## config.mk

```make
export PLATFORM = sky130hd
export DESIGN_NAME = frequency_load_shed_controller_unit
export DESIGN_NICKNAME = d
export VERILOG_FILES = /design/src/hdl/flsc_pkg.sv /design/src/hdl/frequency_load_shed_controller_unit.sv
export SDC_FILE = /design/constraint.sdc
export NUM_CORES = 1
export LEC_CHECK = 0
export ABC_AREA = 1
export BUFFER_PORTS_ARGS = -buffer_cell sky130_fd_sc_hd__buf_4
export CAP_MARGIN = 20
export CORE_ASPECT_RATIO = 2
export CORE_MARGIN = 5
export CORE_UTILIZATION = 60
export DETAILED_ROUTE_END_ITERATION = 8
export PLACE_DENSITY = 0.77
export SETUP_SLACK_MARGIN = 0.05
export SLEW_MARGIN = 20
export SYNTH_ARGS = -nofsm -noshare
export SYNTH_HDL_FRONTEND = slang
export SYNTH_SLANG_ARGS = --single-unit
```

## constraint.sdc

```tcl
create_clock -name clk_i -period 15.5 [get_ports clk_i]
set_input_delay 3.1 -clock clk_i [delete_from_list [all_inputs] [get_ports clk_i]]
set_output_delay 3.1 -clock clk_i [all_outputs]
set_load 0.02 [all_outputs]
```

## src/hdl/flsc_pkg.sv

```systemverilog
// Package with constants, codes and types of the frequency load-shed controller.
package flsc_pkg;

  // Sizes of the load mask and the period count.
  localparam int LOADS      = 8;
  localparam int COUNT_BITS = 16;

  // Configuration register widths and port width.
  localparam int FTH_W  = 10;
  localparam int ROC_W  = 10;
  localparam int HOLD_W = 16;
  localparam int CFG_W  = 16;
  localparam int IDX_W  = 2;

  // Register indexes of the configuration port.
  localparam logic [IDX_W-1:0] CFG_FREQ = 2'd0;
  localparam logic [IDX_W-1:0] CFG_ROC  = 2'd1;
  localparam logic [IDX_W-1:0] CFG_HOLD = 2'd2;

  // Reset values.
  localparam logic [FTH_W-1:0]      FTH_RESET   = FTH_W'(50);
  localparam logic [ROC_W-1:0]      ROC_RESET   = ROC_W'(10);
  localparam logic [HOLD_W-1:0]     HOLD_RESET  = HOLD_W'(500);
  localparam logic [COUNT_BITS-1:0] COUNT_RESET = COUNT_BITS'(400);

  // Reference frequency numerator and the rate scale 2 * 16000^2.
  localparam int REF_FREQ  = 16000;
  localparam int SCALE_W   = 29;
  localparam logic [SCALE_W-1:0] ROC_SCALE = SCALE_W'(2 * REF_FREQ * REF_FREQ);

  // Widths of the serial products.
  localparam int MPL_W  = COUNT_BITS + 1;
  localparam int CNT_W  = $clog2(MPL_W);
  localparam int FREQ_W = FTH_W + COUNT_BITS;
  localparam int PC_W   = 2 * COUNT_BITS;
  localparam int RHS_W  = 3 * COUNT_BITS + 1;
  localparam int LHS_W  = SCALE_W + COUNT_BITS;
  localparam int ACC_W  = RHS_W + ROC_W;

  // Request types.
  localparam logic REQ_SAMPLE = 1'b0;
  localparam logic REQ_TICK   = 1'b1;

  // Sequencer states.
  typedef enum logic [1:0] {
    ST_IDLE,
    ST_MUL,
    ST_DONE
  } state_e;

  // Product being formed by the serial multiplier.
  typedef enum logic [2:0] {
    PH_FREQ,
    PH_PC,
    PH_RHS,
    PH_LHS,
    PH_ROC
  } phase_e;

  // Pair of load masks.
  typedef struct packed {
    logic [LOADS-1:0] conn;
    logic [LOADS-1:0] shed;
  } masks_t;

endpackage

```

## src/hdl/frequency_load_shed_controller_unit.sv

```systemverilog
// Frequency load-shed controller: stability tests and load connect/shed control.
// Every request returns one result. A tick request goes from acceptance straight
// to the done state. In a sample request the frequency and rate-of-change tests
// are exact integer cross-multiplications done by one shift-add multiplier that
// takes one multiplier bit per cycle, over five products in turn. One request is
// worked on at a time; a new request is taken once the previous result has gone
// to the output register. Configuration is written through a plain write port.
module frequency_load_shed_controller_unit
  import flsc_pkg::*;
(
  input  logic                  clk_i,
  input  logic                  rst_ni,
  input  logic                  cfg_we_i,
  input  logic [IDX_W-1:0]      cfg_idx_i,
  input  logic [CFG_W-1:0]      cfg_data_i,
  input  logic                  in_valid_i,
  output logic                  in_stall_o,
  input  logic                  req_type_i,
  input  logic [15:0]           period_count_i,
  input  logic [7:0]            switches_i,
  input  logic                  load_management_i,
  output logic                  out_valid_o,
  input  logic                  out_stall_i,
  output logic [7:0]            loads_connected_o,
  output logic [7:0]            loads_shed_o,
  output logic                  unstable_o,
  output logic                  hold_running_o
);

  // Configuration registers.
  logic [FTH_W-1:0]  fth_q;
  logic [ROC_W-1:0]  roc_q;
  logic [HOLD_W-1:0] hold_q;

  always_ff @(posedge clk_i or negedge rst_ni) begin
    if (!rst_ni) begin
      fth_q  <= FTH_RESET;
      roc_q  <= ROC_RESET;
      hold_q <= HOLD_RESET;
    end else if (cfg_we_i) begin
      unique case (cfg_idx_i)
        CFG_FREQ: fth_q  <= cfg_data_i[FTH_W-1:0];
        CFG_ROC:  roc_q  <= cfg_data_i[ROC_W-1:0];
        CFG_HOLD: hold_q <= cfg_data_i[HOLD_W-1:0];
        default: ;
      endcase
    end
  end

  // Helper: highest set bit of a mask.
  function automatic logic [LOADS-1:0] top_bit(input logic [LOADS-1:0] v);
    logic [LOADS-1:0] b;
    b = '0;
    for (int i = 0; i < LOADS; i++) begin
      if (v[i]) b = LOADS'(1) << i;
    end
    return b;
  endfunction

  // Connect the highest waiting load.
  function automatic masks_t do_connect(input logic [LOADS-1:0] sw, input masks_t m);
    masks_t r;
    logic [LOADS-1:0] b;
    r = m;
    b = top_bit(sw - m.conn);
    if (sw != '0 && m.conn < sw) begin
      r.conn = m.conn + b;
      if (m.shed >= b) r.shed = m.shed - b;
    end
    return r;
  endfunction

  // Shed the lowest connected load.
  function automatic masks_t do_shed(input logic [LOADS-1:0] sw, input masks_t m);
    masks_t r;
    logic [LOADS-1:0] b;
    r = m;
    b = m.conn & (~m.conn + LOADS'(1));
    if (sw != '0 && m.conn != '0) begin
      r.conn = m.conn - b;
      r.shed = m.shed + b;
    end
    return r;
  endfunction

  // Sequencer and latched request.
  state_e state_q, state_d;
  phase_e phase_q, phase_d;
  logic [CNT_W-1:0]      cnt_q, cnt_d;
  logic                  type_q;
  logic [COUNT_BITS-1:0] c_q;
  logic [LOADS-1:0]      sw_q;
  logic                  mode_q;

  // Serial multiplier.
  logic [ACC_W-1:0] acc_q, acc_d, mcand_q, mcand_d;
  logic [MPL_W-1:0] mpl_q, mpl_d;
  logic [ACC_W-1:0] step_sum;
  logic [FREQ_W-1:0] freq_q;
  logic [RHS_W-1:0]  rhs_q;
  logic [LHS_W-1:0]  lhs_q;
  logic              mul_last;

  // Controller state.
  logic [COUNT_BITS-1:0] prev_q, prev_d;
  logic                  snew_q, snew_d, sold_q, sold_d;
  logic [LOADS-1:0]      swl_q, swl_d;
  masks_t                m_q, m_d;
  logic [HOLD_W-1:0]     rem_q, rem_d;
  logic                  act_q, act_d, exp_q, exp_d;

  // Output register.
  logic             out_valid_q;
  logic [LOADS-1:0] oconn_q, oshed_q;
  logic             ounst_q, orun_q;

  logic                  accept;
  logic                  commit;
  logic [COUNT_BITS-1:0] c_in;
  logic [COUNT_BITS-1:0] diff;
  logic [MPL_W-1:0]      psum;
  logic                  unst;

  assign in_stall_o = (state_q != ST_IDLE);
  assign accept     = in_valid_i && !in_stall_o;
  assign commit     = (state_q == ST_DONE) && (!out_valid_q || !out_stall_i);
  assign c_in = (period_count_i[COUNT_BITS-1:0] == '0) ? COUNT_BITS'(1)
                                                       : period_count_i[COUNT_BITS-1:0];
  assign diff = (prev_q > c_q) ? (prev_q - c_q) : (c_q - prev_q);
  assign psum = MPL_W'(prev_q) + MPL_W'(c_q);
  assign step_sum = acc_q + (mpl_q[0] ? mcand_q : '0);
  assign mul_last = (cnt_q == CNT_W'(MPL_W - 1));

  // Sequencer: one multiplier bit per cycle, operands of the next product loaded at the end.
  always_comb begin
    state_d = state_q;
    phase_d = phase_q;
    cnt_d   = cnt_q;
    acc_d   = acc_q;
    mcand_d = mcand_q;
    mpl_d   = mpl_q;
    unique case (state_q)
      ST_IDLE: begin
        if (accept) begin
          if (req_type_i == REQ_TICK) begin
            state_d = ST_DONE;
          end else begin
            state_d = ST_MUL;
            phase_d = PH_FREQ;
            cnt_d   = '0;
            acc_d   = '0;
            mcand_d = ACC_W'(fth_q);
            mpl_d   = MPL_W'(c_in);
          end
        end
      end
      ST_MUL: begin
        acc_d   = step_sum;
        mcand_d = mcand_q << 1;
        mpl_d   = mpl_q >> 1;
        cnt_d   = cnt_q + CNT_W'(1);
        if (mul_last) begin
          cnt_d = '0;
          acc_d = '0;
          unique case (phase_q)
            PH_FREQ: begin
              phase_d = PH_PC;
              mcand_d = ACC_W'(prev_q);
              mpl_d   = MPL_W'(c_q);
            end
            PH_PC: begin
              phase_d = PH_RHS;
              mcand_d = ACC_W'(step_sum[PC_W-1:0]);
              mpl_d   = psum;
            end
            PH_RHS: begin
              phase_d = PH_LHS;
              mcand_d = ACC_W'(ROC_SCALE);
              mpl_d   = MPL_W'(diff);
            end
            PH_LHS: begin
              phase_d = PH_ROC;
              mcand_d = ACC_W'(rhs_q);
              mpl_d   = MPL_W'(roc_q);
            end
            PH_ROC: begin
              acc_d   = step_sum;
              state_d = ST_DONE;
            end
            default: state_d = ST_IDLE;
          endcase
        end
      end
      ST_DONE: begin
        if (commit) state_d = ST_IDLE;
      end
      default: state_d = ST_IDLE;
    endcase
  end

  // Stability decision from the finished products.
  always_comb begin
    unst = (FREQ_W'(REF_FREQ) < freq_q);
    if (roc_q == '0) begin
      if (diff != '0) unst = 1'b1;
    end else if (ACC_W'(rhs_q) <= ACC_W'(lhs_q) && ACC_W'(lhs_q) > acc_q) begin
      unst = 1'b1;
    end
  end

  // Controller update for a tick or a sample.
  always_comb begin
    masks_t m;
    m      = m_q;
    prev_d = prev_q;
    snew_d = snew_q;
    sold_d = sold_q;
    swl_d  = swl_q;
    rem_d  = rem_q;
    act_d  = act_q;
    exp_d  = exp_q;
    if (type_q == REQ_TICK) begin
      if (act_q) begin
        if (rem_q <= HOLD_W'(1)) begin
          rem_d = '0;
          act_d = 1'b0;
          exp_d = 1'b1;
        end else begin
          rem_d = rem_q - HOLD_W'(1);
        end
      end
    end else begin
      sold_d = snew_q;
      snew_d = unst;
      prev_d = c_q;
      swl_d  = sw_q;
      if (sw_q < swl_q) begin
        m.conn = m.conn & sw_q;
        m.shed = m.shed & sw_q;
      end
      if (!mode_q) begin
        m.conn = sw_q;
        m.shed = '0;
        snew_d = 1'b0;
        sold_d = 1'b0;
      end else if (!sold_d && !snew_d) begin
        if (exp_q) begin
          m = do_connect(sw_q, m);
          if (m.conn != sw_q) begin
            act_d = 1'b1;
            rem_d = hold_q;
          end
          exp_d = 1'b0;
        end else if (!act_q) begin
          m.conn = sw_q;
          m.shed = '0;
        end
      end else if (sold_d && snew_d) begin
        if (exp_q) begin
          m     = do_shed(sw_q, m);
          act_d = 1'b1;
          rem_d = hold_q;
          exp_d = 1'b0;
        end
      end else if (!sold_d) begin
        if (exp_q) begin
          m = do_connect(sw_q, m);
          if (m.conn == sw_q) m = do_shed(sw_q, m);
        end else if (!act_q) begin
          m = do_shed(sw_q, m);
        end
        act_d = 1'b1;
        rem_d = hold_q;
        exp_d = 1'b0;
      end else begin
        if (exp_q) begin
          m = do_shed(sw_q, m);
        end
        if (exp_q || act_q) begin
          act_d = 1'b1;
          rem_d = hold_q;
          exp_d = 1'b0;
        end
      end
    end
    m_d = m;
  end

  // Sequencer registers: state, product phase and bit counter.
  always_ff @(posedge clk_i or negedge rst_ni) begin
    if (!rst_ni) begin
      state_q <= ST_IDLE;
      phase_q <= PH_FREQ;
      cnt_q   <= '0;
    end else begin
      state_q <= state_d;
      phase_q <= phase_d;
      cnt_q   <= cnt_d;
    end
  end

  // Payload of the request and the products.
  always_ff @(posedge clk_i) begin
    acc_q   <= acc_d;
    mcand_q <= mcand_d;
    mpl_q   <= mpl_d;
    if (accept) begin
      type_q <= req_type_i;
      c_q    <= c_in;
      sw_q   <= switches_i[LOADS-1:0];
      mode_q <= load_management_i;
    end
    if (state_q == ST_MUL && mul_last) begin
      unique case (phase_q)
        PH_FREQ: freq_q <= step_sum[FREQ_W-1:0];
        PH_RHS:  rhs_q  <= step_sum[RHS_W-1:0];
        PH_LHS:  lhs_q  <= step_sum[LHS_W-1:0];
        default: ;
      endcase
    end
  end

  // Controller state, updated when the result goes to the output register.
  always_ff @(posedge clk_i or negedge rst_ni) begin
    if (!rst_ni) begin
      prev_q <= COUNT_RESET;
      snew_q <= 1'b0;
      sold_q <= 1'b0;
      swl_q  <= '0;
      m_q    <= '0;
      rem_q  <= '0;
      act_q  <= 1'b0;
      exp_q  <= 1'b0;
    end else if (commit) begin
      prev_q <= prev_d;
      snew_q <= snew_d;
      sold_q <= sold_d;
      swl_q  <= swl_d;
      m_q    <= m_d;
      rem_q  <= rem_d;
      act_q  <= act_d;
      exp_q  <= exp_d;
    end
  end

  // Output register.
  always_ff @(posedge clk_i or negedge rst_ni) begin
    if (!rst_ni) begin
      out_valid_q <= 1'b0;
    end else if (commit) begin
      out_valid_q <= 1'b1;
    end else if (!out_stall_i) begin
      out_valid_q <= 1'b0;
    end
  end

  always_ff @(posedge clk_i) begin
    if (commit) begin
      oconn_q <= m_d.conn;
      oshed_q <= m_d.shed;
      ounst_q <= snew_d;
      orun_q  <= act_d;
    end
  end

  assign out_valid_o       = out_valid_q;
  assign loads_connected_o = 8'(oconn_q);
  assign loads_shed_o      = 8'(oshed_q);
  assign unstable_o        = ounst_q;
  assign hold_running_o    = orun_q;

endmodule

```

## Word-level counts from Yosys, hierarchy flattened

Index checks and enable logic that the tools add are counted.

- Add/subtract/negate cells: 17
- Order comparisons: 9
- Equality and inequality tests: 24
- Muxes and demuxes: 116
- Bitwise gates (word level): 7
- Reduce and logical (&&, ||, !) cells: 41

Operator list:

| operator | number |
|---|---|
| $mux 16 | 40 |
| $mux 59 | 8 |
| $pmux 59 s2 | 2 |
| $pmux 59 s4 | 1 |
| $mux 8 | 18 |
| $pmux 17 s4 | 1 |
| $add 59x59->59 | 1 |
| $gt 45x59->1 | 1 |
| $mux 17 | 3 |
| $le 49x45->1 | 1 |
| $sub 8x8->8 | 5 |
| $pmux 17 s2 | 1 |
| $add 8x8->8 | 4 |
| $and 8x8->8 | 4 |
| $sub 16x16->16 | 2 |
| $mux 1 | 27 |
| $lt 14x26->1 const A | 1 |
| $reduce_bool 8->1 | 3 |
| $add 16x16->17 | 1 |
| $add 8x1->8 const B | 2 |
| $ge 8x8->1 | 2 |
| $gt 16x16->1 | 1 |
| $le 16x1->1 const B | 1 |
| $logic_not 16->1 | 1 |
| 41 further kinds | 83 |

- Bits in registers: 405
- Output and inout port bits: 20
- Word-level logic and storage cells: 243

## Logic depth before layout (Yosys ltp)

Gate-level depths: netlist of run 1.

- Word-level depth: 39
- Depth in mapped cells: 53
- Mapped depth without buffers: 52

## Worst setup path before layout of run 1

Ideal clock, no wire load.

- Path type: in2reg
- Start: input port req_type_i
- End: register cnt_q[4]
- Library setup time: 0.082 ns
- Arrival time: 14.561 ns
- Path slack: 0.857 ns
- Stages on the path: 8
- Cells stage by stage: nand2_1 inv_1 nor3_1 inv_1 nor3_1 a21o_1 o21ai_0 a31oi_1

- Word-level cells in the longest chain between the ends: 2

RTL lines:

| element | line | RTL |
|---|---|---|
| start: declaration | frequency_load_shed_controller_unit.sv:18 | `input logic req_type_i,` |
| $ne 2x2->1 (no line) | -- |  |
| $reduce_and 3->1 (no line) | -- |  |
| end signal: assignment | frequency_load_shed_controller_unit.sv:298 | `cnt_q <= cnt_d;` |
| end: declaration | frequency_load_shed_controller_unit.sv:89 | `logic [CNT_W-1:0] cnt_q, cnt_d;` |

Every way passes these cells.
A chain may end at the register's enable or synchronous reset.

==> reports/metrics.cfg, run 1 <==
[critical_path]
worstPathArrival_ns = 8.20
cp_num_cells = 46
crit_top_cell = nand2_1
crit_fanout = 15
cp-start-kind = register
required_ns = 15.82
critical_path_class = register to register
endpoint_kind = register
slowest_stage = nor2_1
crit_buf_inv = 6
ff2ff_path_depth = 46
cp_top_family = simple AND/OR/NAND/NOR gates
max_stage_delay_ns = 0.60

[power_and_ir_drop]
p_clk_share_pct = 23.0
internal_power_w = 0.00285
p_switching_w = 0.00194
leakagePower_nw = 14.8
p_comb_share_pct = 40.4
power_density_nw_per_um2 = 155
switching_share_pct = 40.5
vdd_drop_max_uv = 131
p_seq_share_pct = 36.6

[global_routing]
grt_max_degree = 82
grt_pass1_wl_mm = 143
first_global_vias = 26200
grt_overflow_total = 0
antenna_found_initial = 1
grtUsageTotal_pct = 36.3

[floorplan]
io_pins = 69
die_area_um2 = 51800
start_util_pct = 60.6
die_h_um = 317
coreArea_um2 = 46700
die_w_um = 163
num_rows = 112

[logic_synthesis]
post-synth-top-count-cell = nand2_1
synthTopCellsByArea = edfxtp_1 32%, ha_1 11%, nand2_1 9.8%
synthDistinctLibCells = 68
yosysWarnings = 0
yosys.area.top_type = edfxtp_1
synth-seq-cells = 405
async_flop_share_pct = 26.2
synth_nets = 3792
synth_flop_cell = edfxtp_1
synth.top_cell.area_share_pct = 31.8
syn_area_per_cell_um2 = 8.10
synth-edff-count = 299
netlist_area_um2 = 28300
seq_area_frac_synth_pct = 41.2
synthTopCellsByCount = 737 x nand2_1, 555 x inv_1, 302 x nor2_1, 299 x edfxtp_1, 250 x a21oi_1
netlist_instances = 3490

[cts]
cts.sinks = 405
cts_buffers = 38
cts_max_path_buffers = 3
cts_tree = yes
post_cts_buffers = 0
cts.hold.buffers_added = 0
h-tree-depth = 2
clkTransAtPathRegs_ns = 0.07
post_cts_resize_count = 0
clk_latency_ns = 0.58
root_buffer = clkbuf_16

[route]
vias = 25400
vias_per_cell = 6.10
ant_nets = 0
drt-total-wl_mm = 94.8
drt-initial-drc-count = 2425
drc = 0
dr.pass1.iters = 6
drt-wirelength-per-cell_um = 22.8

[min_path]
hp-class = register to register
hold_depth = 2

[run]
cap_violations = 0

[timing]
clock_skew_ns = 0.0211
period_needed_ns = 7.88
finalMaxSlewViolations = 0
setup_viol = 0
fin_tns_setup_ns = 0
worst_slew_pin_slew_ns = 1.17
post-route-period-util_pct = 50.8
relSlewSlack_pct = 22.3
rsz0062_at_grt = no
hold_viol = 0
fmax_mhz = 127

[finish]
design_area_um2 = 30800
final_layout_size_suffix_gt1_share_pct = 7.08
fin_nets = 3804
n_antenna_cell = 0
syn2layout_area_growth_pct = 8.86

[placement]
portBuffers = 68
gp_congestion = 1.00
hpwl_mm = 71.4
placed_area_um2 = 29300

[outcome]
outcome = finished, final reports clean

-- final cells by class --
class | instances | area (µm²)
Fill cell | 3945 | 15900
Multi-Input combinational cell | 2401 | 14100
Sequential cell | 405 | 11600
Inverter | 566 | 2130
Clock buffer | 46 | 1050
Tap cell | 627 | 785
Timing Repair Buffer | 90 | 676
Clock inverter | 24 | 419
-- per-layer routing --
metal  wire (µm)  up-vias  global-route usage [%]
met2       49600     1263                    67.6
li1            -    11700                       -
met5           0        -                       0
met3        5490      468                    4.11
met4       10200        0                    31.3
met1       29500    11900                    34.7
-- logic make-up after synthesis --
logic type | share of synthesized area (%)
AND/OR/NAND/NOR | 19.6
AO/OA/AOI/OAI | 15.1
buffers and inverters | 9.28
flip-flops | 41.2
adder cells (fa/ha/maj) | 11.4
XOR/XNOR | 3.13
multiplexers | 0.226
-- flip-flops by register name, indices dropped and copies added (netlist names), 10 cells and up --
name     cells
mpl_q       17
roc_q       10
fth_q       10
mcand_q     59
lhs_q       45
prev_q      16
rhs_q       49
m_q         16
hold_q      16
rem_q       16
acc_q       59
c_q         16
freq_q      26
-- worst paths after layout --
path	from	end	slack, ns
max	sw_q[3]$_DFFE_PP_	loads_shed_o[7]$_DFFE_PP_	7.62
min	fth_q[3]$_DFFE_PN0P_	fth_q[3]$_DFFE_PN0P_	0.49
max reg2reg	sw_q[3]$_DFFE_PP_	loads_shed_o[7]$_DFFE_PP_	7.62
min reg2reg	fth_q[3]$_DFFE_PN0P_	fth_q[3]$_DFFE_PN0P_	0.49
max in group asynchronous	rst_ni	m_q[4]$_DFFE_PN0P_	11.51
min in group asynchronous	rst_ni	hold_q[0]$_DFFE_PN0P_	2.50
-- tightest hold or removal path, delay by kind of cell (launching register included) --
| kind | cells | cell delay (ns) |
|---|---|---|
| flops | 1 | 0.34 |
| compound gates | 1 | 0.06 |
| simple gates | 1 | 0.05 |
-- power by group through the flow --
| stage | clock (W) | combinational, W | sequential (W) |
|---|---|---|---|
| after floorplan | 0 | 0.00133 | 0.00170 |
| after global placement | 0 | 0.00181 | 0.00175 |
| after detailed placement | 0 | 0.00187 | 0.00176 |
| after CTS | 0.00111 | 0.00190 | 0.00174 |
| after global routing | 0.00115 | 0.00213 | 0.00177 |
| final | 0.00110 | 0.00193 | 0.00175 |
-- cell usage in the layout, fill, tap and decap left out, types with 66 or more instances in the layout --
cell type	synthesis	routed
edfxtp_1	299	299
xor2_1	66	66
o21ai_0	205	205
dfrtp_1	92	92
nand3_1	120	120
buf_4	2	90
a21oi_1	250	250
nand2_1	737	736
inv_1	555	553
ha_1	245	245
nor2_1	302	296
-- per-stage QoR --
step / setup WS, ns / util, % / std cells / total power [W] / hold slack (ns)
2_1_floorplan: 0.857 / - / 3490 / 0.00304 / 0.453
3_3_place_gp: 7.79 / 62.8 / 4089 / 0.00356 / 0.470
3_5_place_dp: 7.74 / 62.8 / 4089 / 0.00363 / 0.477
4_1_cts: 7.72 / 65.9 / 4159 / 0.00475 / 0.491
5_1_grt: 6.81 / 66.0 / 4159 / 0.00505 / 0.519
6_report: 7.62 / 66.0 / 4159 / 0.00478 / 0.488
No activity file was read; power rests on OpenSTA's default activity.
==> run 2, diff against run 1 <==
Clock period 15.5 ns to 7.7 ns, I/O delays scaled along.
==> reports/metrics.cfg, run 2 (same netlist as run 1, synthesis figures left out) <==
[global_routing]
grt_pass1_wl_mm = 145  ; +1.6%
grt_overflow_total = 0  ; unchanged
grt_max_degree = 75  ; -8.5%
grtUsageTotal_pct = 36.8  ; +0.51 points
antenna_found_initial = 0  ; -1
first_global_vias = 26200  ; -0.16%

[finish]
layout_common_cells = 735 x nand2_1, 552 x inv_1, 299 x edfxtp_1
n_antenna_cell = 0  ; unchanged
largest_registers = acc_q: 59 flops, mcand_q: 59 flops, rhs_q: 49 flops
fin_nets = 3821  ; +0.45%
layout_commonest_cell = nand2_1
syn2layout_area_growth_pct = 8.88  ; about the same
final_layout_size_suffix_gt1_share_pct = 7.64  ; +0.56 points
final-instance-count-excl-fill = 4176  ; +0.41%

[cts]
cts_tree = yes
clkTransAtPathRegs_ns = 0.07  ; about the same
cts.hold.buffers_added = 0  ; unchanged
h-tree-depth = 2  ; unchanged
clk_latency_ns = 0.57  ; about the same
cts_max_path_buffers = 3  ; unchanged
cts.sinks = 405  ; unchanged
root_buffer = clkbuf_16
cts_buffers = 38  ; unchanged

[timing]
finalMaxSlewViolations = 0  ; unchanged
fmax_mhz = 143  ; +12%
period_needed_ns = 7.01  ; -0.875 ns
post-route-period-util_pct = 91.0  ; +40 points
worst_slew_pin_slew_ns = 1.15  ; -0.0118 ns
clock_skew_ns = 0.0183  ; -0.00273 ns
hold_viol = 0  ; unchanged
relSlewSlack_pct = 22.2  ; -0.023 points
setup_viol = 0  ; unchanged

[placement]
portBuffers = 68  ; unchanged
gp_congestion = 1.02  ; +1.7%
hpwl_mm = 72.5  ; +1.5%
dp_cells = 4104  ; +0.37%

[critical_path]
max_stage_delay_ns = 0.49  ; -0.11 ns
endpoint_kind = register
worstPathArrival_ns = 7.33  ; -0.87 ns
reg2reg_slack_ns = 0.69  ; -6.92 ns
ff2ff_path_depth = 47  ; +2.2%
crit_top_cell = nand2_1
required_ns = 8.03  ; -7.79 ns
slowest_stage = edfxtp_1
crit_fanout = 8  ; -7
critical_path_class = register to register
cp-start-kind = register

[route]
dr.pass1.iters = 6  ; unchanged
vias_per_cell = 6.12  ; +0.25%
ant_nets = 0  ; unchanged
drt-initial-drc-count = 2383  ; -1.7%
drt-wirelength-per-cell_um = 23.0  ; +0.74%
drt-total-wl_mm = 95.8  ; +1.2%
drc = 0  ; unchanged
vias = 25500  ; +0.66%

[floorplan]
die_w_um = 163  ; unchanged
io_pins = 69  ; unchanged
num_rows = 112  ; unchanged
start_util_pct = 60.6  ; unchanged
die_h_um = 317  ; unchanged
coreArea_um2 = 46700  ; unchanged
die_area_um2 = 51800  ; unchanged

[power_and_ir_drop]
leakagePower_nw = 14.8  ; +0.12%
power_density_nw_per_um2 = 307  ; +97%
vdd_drop_max_uv = 318  ; +140%
total_power_w = 0.00944  ; +97%

[outcome]
outcome = finished, final reports clean

[run]
cap_violations = 0  ; unchanged

[min_path]
hold_depth = 2  ; unchanged
hp-class = register to register

-- run 2: changes by cell type in the layout (fill, tap and decap cells not counted), moves of 3 or more --
cell       before  now
buf_4          90  107
bufinv_16       9    4
clkbuf_1        2    6
clkbuf_8        3    7
clkinv_4        4    1
inv_6           0    3
o21ai_0       205  201
o21ai_1        24   27
-- run 2: stage by stage --
stage	setup WS, ns	instance area, µm²	utilization, %	setup TNS, ns	hold WS, ns
final	0.694	30800	66.0	0	0.493
after global routing	-0.0157	30800	66.0	-0.0157	0.514
after CTS	0.389	30700	65.8	0	0.497
after detailed placement	0.408	29400	63.0	0	0.482
after global placement	0.597	29400	63.0	0	0.469
after floorplan	1.14	28300	-	0	0.453
-- run 2: report_power, final --
part | total (W) | internal [W] | leakage [nW] | switching (W)
Combinational | 0.00386 | 0.00121 | 9.86 | 0.00265
Clock | 0.00203 | 0.00115 | 0.655 | 0.000885
Sequential | 0.00354 | 0.00322 | 4.29 | 0.000316
Total | 0.00944 | 0.00558 | 14.8 | 0.00385
-- run 2: final timing paths --
kind,to,from
max in group asynchronous,rem_q[2]$_DFFE_PN0P_,rst_ni
worst min-delay path,hold_q[6]$_DFFE_PN1P_,hold_q[6]$_DFFE_PN1P_
worst max-delay path,loads_shed_o[7]$_DFFE_PP_,sw_q[6]$_DFFE_PP_
worst min register to register,hold_q[6]$_DFFE_PN1P_,hold_q[6]$_DFFE_PN1P_
worst max register to register,loads_shed_o[7]$_DFFE_PP_,sw_q[6]$_DFFE_PP_
min in group asynchronous,phase_q[0]$_DFFE_PN0P_,rst_ni
-- run 2: final cells by class --
type	count	area, µm²
Fill cell	3896	15900
Tap cell	627	785
Clock inverter	17	219
Inverter	566	2130
Multi-Input combinational cell	2401	14100
Clock buffer	53	1100
Sequential cell	405	11600
Timing Repair Buffer	107	803
-- run 2: critical path: cells and delay by family (launching register included) --
kind | cells | cell delay [ns]
buf+inv | 6 | 0.58
simple gates | 21 | 2.05
xor+xnor | 2 | 0.38
mux | 1 | 0.26
compound gates | 12 | 1.56
fa+ha+maj | 5 | 1.45
flops | 1 | 0.49
-- run 2: timing repair --
action | CTS | global route
endpoints found under the hold margin | 0 | 0
resized for setup | 0 | 16
endpoints found under the setup margin | 0 | 6
buffers inserted | 0 | 2
-- run 2: metal layers --
| layer | global-route usage [%] | vias up | share of wire [%] |
|---|---|---|---|
| li1 | - | 11800 | - |
| met1 | 35.6 | 12000 | 32 |
| met2 | 67.4 | 1251 | 52 |
| met3 | 5.01 | 465 | 5.9 |
| met4 | 32.1 | 0 | 11 |
| met5 | 0 | - | 0 |
